[config.mk]
export PLATFORM = sky130hd
export DESIGN_NAME = fsmcov_queue
export DESIGN_NICKNAME = d
export VERILOG_FILES = /design/src/hw/rtl/fsmcov_pkg.sv /design/src/hw/rtl/fsmcov_queue.sv
export SDC_FILE = /design/constraint.sdc
export NUM_CORES = 1
export LEC_CHECK = 0
export BUFFER_PORTS_ARGS = -buffer_cell sky130_fd_sc_hd__buf_2
export CORE_ASPECT_RATIO = 0.6
export CORE_MARGIN = 3
export CORE_UTILIZATION = 45
export DETAILED_ROUTE_END_ITERATION = 7
export PLACE_DENSITY = 0.67
export SLEW_MARGIN = 20
export SYNTH_ARGS = -nofsm -noshare
export SYNTH_HDL_FRONTEND = slang
export SYNTH_SLANG_ARGS = --single-unit
[constraint.sdc]
create_clock -name aclk -period 3.4 [get_ports aclk]
set_input_delay 0.34 -clock aclk [delete_from_list [all_inputs] [get_ports aclk]]
set_output_delay 0.34 -clock aclk [all_outputs]
set_load 0.02 [all_outputs]
[src/hw/rtl/fsmcov_pkg.sv]
// Shared types and constants for the FSM transition coverage unit.
// Holds the payload structs, mode codes, command and state enums.
// No dependencies.
`timescale 1ns / 1ps

package fsmcov_pkg;

    // Default sizes of the loaded machine.
    localparam int DEF_NUM_STATES         = 64;
    localparam int DEF_NUM_SYMBOLS        = 16;
    localparam int DEF_NUM_TRANSITION_IDS = 1024;

    // Fixed field widths of the transfer payloads.
    localparam int MODE_W     = 2;
    localparam int STATE_W    = 6;
    localparam int SYMBOL_W   = 4;
    localparam int TRANS_ID_W = 10;
    localparam int COUNT_W    = 11;

    localparam logic [COUNT_W-1:0] COUNT_MAX = '1;

    // Mode codes carried by an input transfer.
    localparam logic [MODE_W-1:0] MODE_LOAD  = 2'd0;
    localparam logic [MODE_W-1:0] MODE_START = 2'd1;
    localparam logic [MODE_W-1:0] MODE_APPLY = 2'd2;

    // Width of the coverage epoch tag kept per transition id.
    localparam int EPOCH_W = 8;

    // Depth of the command queue between front and back.
    localparam int QUEUE_DEPTH = 2;

    typedef struct packed {
        logic [MODE_W-1:0]     mode;
        logic [STATE_W-1:0]    from_state;
        logic [SYMBOL_W-1:0]   in_symbol;
        logic [STATE_W-1:0]    to_state;
        logic [TRANS_ID_W-1:0] trans_id;
    } in_item_t;

    typedef struct packed {
        logic [TRANS_ID_W-1:0] taken_id;
        logic                  newly_covered;
        logic                  no_transition;
        logic [COUNT_W-1:0]    covered_count;
    } out_item_t;

    typedef enum logic [1:0] {
        OP_LOAD,
        OP_START,
        OP_APPLY
    } op_t;

    typedef struct packed {
        op_t                   op;
        logic                  sym_ok;
        logic [STATE_W-1:0]    from_state;
        logic [SYMBOL_W-1:0]   in_symbol;
        logic [STATE_W-1:0]    to_state;
        logic [TRANS_ID_W-1:0] trans_id;
    } cmd_t;

    typedef struct packed {
        logic                  valid;
        logic [STATE_W-1:0]    next_state;
        logic [TRANS_ID_W-1:0] id;
    } tbl_entry_t;

    typedef enum logic [2:0] {
        BK_INIT_SWEEP,
        BK_WRAP_SWEEP,
        BK_IDLE,
        BK_LOOKUP,
        BK_MARK
    } bk_state_t;

endpackage

[src/hw/rtl/fsmcov_queue.sv]
// Short command queue that decouples the front end from the back end.
// Depends on fsmcov_pkg for the command type and depth.
`timescale 1ns / 1ps

module fsmcov_queue
    import fsmcov_pkg::*;
(
    input  logic aclk,
    input  logic aresetn,
    input  logic push,
    input  cmd_t push_cmd,
    input  logic pop,
    output cmd_t pop_cmd,
    output logic empty,
    output logic full
);

    localparam int AW = (QUEUE_DEPTH > 1) ? $clog2(QUEUE_DEPTH) : 1;
    localparam int CW = $clog2(QUEUE_DEPTH + 1);

    cmd_t            slot_reg [QUEUE_DEPTH];
    logic [AW-1:0]   wr_ptr_reg;
    logic [AW-1:0]   wr_ptr_next;
    logic [AW-1:0]   rd_ptr_reg;
    logic [AW-1:0]   rd_ptr_next;
    logic [CW-1:0]   count_reg;
    logic [CW-1:0]   count_next;

    assign empty   = (count_reg == '0);
    assign full    = (count_reg == CW'(QUEUE_DEPTH));
    assign pop_cmd = slot_reg[rd_ptr_reg];

    always_comb begin
        wr_ptr_next = wr_ptr_reg;
        rd_ptr_next = rd_ptr_reg;
        count_next  = count_reg;
        if (push) begin
            wr_ptr_next = (wr_ptr_reg == AW'(QUEUE_DEPTH - 1)) ? '0 : wr_ptr_reg + 1'b1;
        end
        if (pop) begin
            rd_ptr_next = (rd_ptr_reg == AW'(QUEUE_DEPTH - 1)) ? '0 : rd_ptr_reg + 1'b1;
        end
        if (push && !pop) begin
            count_next = count_reg + 1'b1;
        end else if (pop && !push) begin
            count_next = count_reg - 1'b1;
        end
    end

    always_ff @(posedge aclk) begin
        if (!aresetn) begin
            wr_ptr_reg <= '0;
            rd_ptr_reg <= '0;
            count_reg  <= '0;
        end else begin
            wr_ptr_reg <= wr_ptr_next;
            rd_ptr_reg <= rd_ptr_next;
            count_reg  <= count_next;
        end
    end

    always_ff @(posedge aclk) begin
        if (push) begin
            slot_reg[wr_ptr_reg] <= push_cmd;
        end
    end

endmodule

==> reports/metrics.sh <==
FIRST_GLOBAL_VIAS=1265
GRT.OVERFLOW.TOTAL=0
CLOCK_SINKS=63
NETLIST.TOP_CELL.BY_AREA='edfxtp_1'
COMPOUND_GATE_FRACTION_OF_SYNTH_AREA=0.00867
RR_ENDPOINT='slot_reg[1][13]'
MAX_CLOCK_FREQ_GHz=0.446
SYNTH.AREA.TOP_CELLS='edfxtp_1, mux2_2, dfxtp_1'
CTS.PATH.MAX_BUFFERS=2
DP_SLACK_NS=1.47
SKEW_NS=0.00318
CP_DATA_ARRIVAL_TIME_NS=1.90
CRITPATHREQUIREDTIME_NS=3.06
FINALNETCOUNT=220
POSTROUTEANTENNANETS=0
DIEAREA_UM2=6050
CATEGORY_OF_THE_WORST_SETUP_PATH_CAPTURE_POINT='primary output'
SYNTH_SIMPLE_GATE_AREA_FRAC=0.0244
MIN_PERIOD_OVER_PERIOD=0.660
WORST_SKEW_PAIR.LATE_LATENCY_NS=0.33
COMBINATIONAL_FAMILY_WITH_THE_MOST_AREA_AFTER_SYNTHESIS='multiplexers'
INITIAL_CORE_UTIL=0.486
XOR_AND_XNOR_FRACTION_OF_THE_MAPPED_NETLIST_AREA=0.0114
YS_SEQ_AREA_FRAC=0.798
YOSYS.AREA_SHARE.ADDER=0.00542
RUN_STATUS='finished, final reports clean'
MIN_DELAY_WORST_ENDPOINT='slot_reg[1][7]'
POWER_LEAKAGE_uW=0.00111
ROUTE.VIAS.TOTAL=1207
SYNTH_CELL_TYPE_COUNT=17
ROUTED_VIA_DENSITY=4.75
SETUP-VIOLATIONS-FINAL=0
MULTIINPUTGATEAREA_UM2=444
FINISH.UTILIZATION=0.607
SYNTH_AREA_PER_CELL_UM2=20.6
FLOORPLAN.CORE_AREA_UM2=4750
TOP_LEVEL_PORTS=64
SYNTH_FP_NETS=146
DP_HPWL_UM=2750
POWER_SWITCHING_uW=382
FILL_CELLS=360
CTS_TREE='yes'
N_ANTENNA_CELL=0
TIMING.SETUP.CRITICAL_PATH_CLASS='flip-flop to primary output'
YS_FF_LATCH=63
TIMING_WORST_SLEW_PIN_VALUE_NS=0.574
GLOBAL_ROUTE.USAGE.TOTAL=0.139
NETLIST_INSTANCES=112
PLACEDINSTANCEAREA_UM2=2710
ROUTE.DETAILED.WL_PER_INST_UM=15.2
GRT_SETUP_UNREPAIRED='false'
DIE_W_UM=98.5
SYN2LAYOUT_AREA_GROWTH_PCT=24.9
POSTLAYOUTCELLAREA_UM2=2880
POWER.DENSITY_CELL_AREA_nW_PER_UM2=586
SHORTEST_CLOCK_PERIOD_THE_WORST_PATH_ALLOWS_AFTER_LAYOUT_NS=2.24
POWER_FRAC_COMB=0.122
CRITICAL_PATH.REG2REG.STARTPOINT='wr_ptr_reg'
CTS_SETUP_BUFFERS=0
MIN_FROM='push_cmd[7]'
NETLIST.AREA_LEADER.SHARE=0.754
GRT_ANTENNA_BEFORE_REPAIR=0
CP_MAX_FANOUT=17
HTREEDEPTH=3
GRT_MAX_DEGREE=21
POWER_FRAC_CLOCK=0.338
POSTCTSRESIZEDCELLS=0
INTERNAL_POWER_uW=1310
GLOBALPLACE.CONGESTION=0.762
POST_ROUTE_CELLS_DRIVE_ABOVE_1_SHARE=0.565
YOSYS_WARNINGS=0
SEQ_POWER_SHARE=0.540
DIE_HEIGHT_UM=61.5
HOLD_PATH_DEPTH=1
DRC_ERRORS=0
TIMING.FINAL.WS_SETUP_NS=1.16
POSTROUTEWIRELENGTH_UM=3860
HOLD_PATH_CLASS='input port to flip-flop'
MAXSLEWVIOLCOUNT=0
SETUP_TOTAL_NEGATIVE_SLACK_NS=0
ROWS=19
SWITCHING_SHARE=0.226
LARGEST_REGISTER_FF_COUNT=58
CTS_INSERTED_BUFFERS=9
QUANTITY_OF_HOLD_FIXING_BUFFERS_ADDED_AFTER_CTS=0
SEQ_AREA_UM2=1840
TIMING.REG2REG.SETUP_SLACK_NS=1.87
MAX_CAP_VIOLATIONS=0
GRT_FIRST_PASS_WIRELENGTH_UM=5950
TIMING.CRITICAL_PATH.FROM_TYPE='flip-flop'
WORST_IR_DROP_VDD_mV=0.301
FIRST_PASS_ITERS=2
CTS.ROOT.BUFFER_CELL='clkbuf_8'
CLOCK_PIN_SLEW_OF_THE_REGISTERS_ON_THE_WORST_CASE_SETUP_AND_HOLD_PATHS_NS=0.06
NUMBER_OF_DRC_MARKERS_AFTER_THE_INITIAL_DETAILED_ROUTE_ITERATION=48
SYNTH.MUX.AREA_FRACTION=0.141
TIMING.MAX_SLEW.REL_SLACK=0.615
FF2FF_PATH_DEPTH=2
HOLD_VIOL_FINAL=0
AREA_OF_THE_MAPPED_NETLIST_UM2=2310
NUMBER_OF_BUFFERS_INSERTED_BY_PORT_BUFFERING=63
synthesized netlist by cell type:
| library cell | n |
|---|---|
| a21boi_1 | 1 |
| and2_1 | 4 |
| and2b_2 | 1 |
| buf_2 | 2 |
| buf_6 | 1 |
| dfxtp_1 | 5 |
| edfxtp_1 | 58 |
| ha_1 | 1 |
| inv_1 | 1 |
| mux2_2 | 29 |
| nor2_1 | 1 |
| nor2b_1 | 2 |
| o21a_1 | 1 |
| o21ai_0 | 1 |
| or3_1 | 1 |
| xnor2_1 | 1 |
| xor2_1 | 2 |
cell usage in the layout (no fill, tap or decap), drive strengths merged:
cell type	synthesis	layout
a21boi	1	1
bufinv	0	1
nor2b	2	2
xor2	2	2
ha	1	1
o21ai	1	1
buf	3	66
and2b	1	1
edfxtp	58	58
dfxtp	5	5
o21a	1	1
and2	4	4
xnor2	1	1
clkinv	0	6
nor2	1	1
mux2	29	29
clkbuf	0	9
inv	1	1
or3	1	1
how the worst max path moves through the flow:
| stage | cells past startpoint | end | start | slack (ns) |
|---|---|---|---|---|
| after floorplan | 1 | slot_reg[0][0] | push | 1.29 |
| after global placement | 3 | pop_cmd[8] | flip-flop | 1.52 |
| after detailed placement | 3 | pop_cmd[8] | flip-flop | 1.47 |
| after CTS | 3 | pop_cmd[8] | flip-flop | 1.08 |
| after global routing | 3 | pop_cmd[8] | flip-flop | 1.02 |
| final | 3 | pop_cmd[21] | flip-flop | 1.16 |
per-stage QoR:
| stage | total power (µW) | instances | hold slack (ns) |
|---|---|---|---|
| after floorplan | 1060 | 112 | 0.439 |
| after global placement | 1130 | 238 | 0.479 |
| after detailed placement | 1140 | 238 | 0.516 |
| after CTS | 1710 | 254 | 0.174 |
| after global routing | 1760 | 254 | 0.171 |
| final | 1690 | 254 | 0.198 |
routing by layer:
| layer | vias up | part of all wire | routed length, µm | global-route usage |
|---|---|---|---|---|
| met3 | 6 | 0.090 | 348 | 0.0894 |
| met2 | 41 | 0.47 | 1810 | 0.211 |
| met5 | - | 0 | 0 | 0 |
| li1 | 580 | - | - | - |
| met4 | 0 | 0.011 | 44 | 0.0642 |
| met1 | 580 | 0.43 | 1660 | 0.157 |
power groups by stage:
stage	Sequential [µW]	Combinational [µW]	Clock, µW
after global routing	916	222	623
after CTS	912	209	592
final	912	206	571
after detailed placement	929	208	0
after global placement	926	203	0
after floorplan	919	139	0
layout make-up:
cell class / count / share of cell area
clock buffers: 9 / 0.0430
clock inverters: 7 / 0.0187
inverters: 1 / 0.00130
multi-input cells: 45 / 0.154
flip-flops and latches: 63 / 0.639
well taps: 63 / 0.0273
repair buffers: 66 / 0.117
critical path: stages (launching register included):
cell     delay, ns
dfxtp_1       0.67
buf_4         0.37
mux2_2        0.38
buf_2         0.16
logic make-up (layout without fill, tap and decap cells):
group,count (synthesis),count (layout)
simple gates,9,9
fa+ha+maj,1,1
compound gates,3,3
mux,29,29
buf+inv,4,83
xor+xnor,3,3
flops,63,63
(Power assumes the default switching activity.)
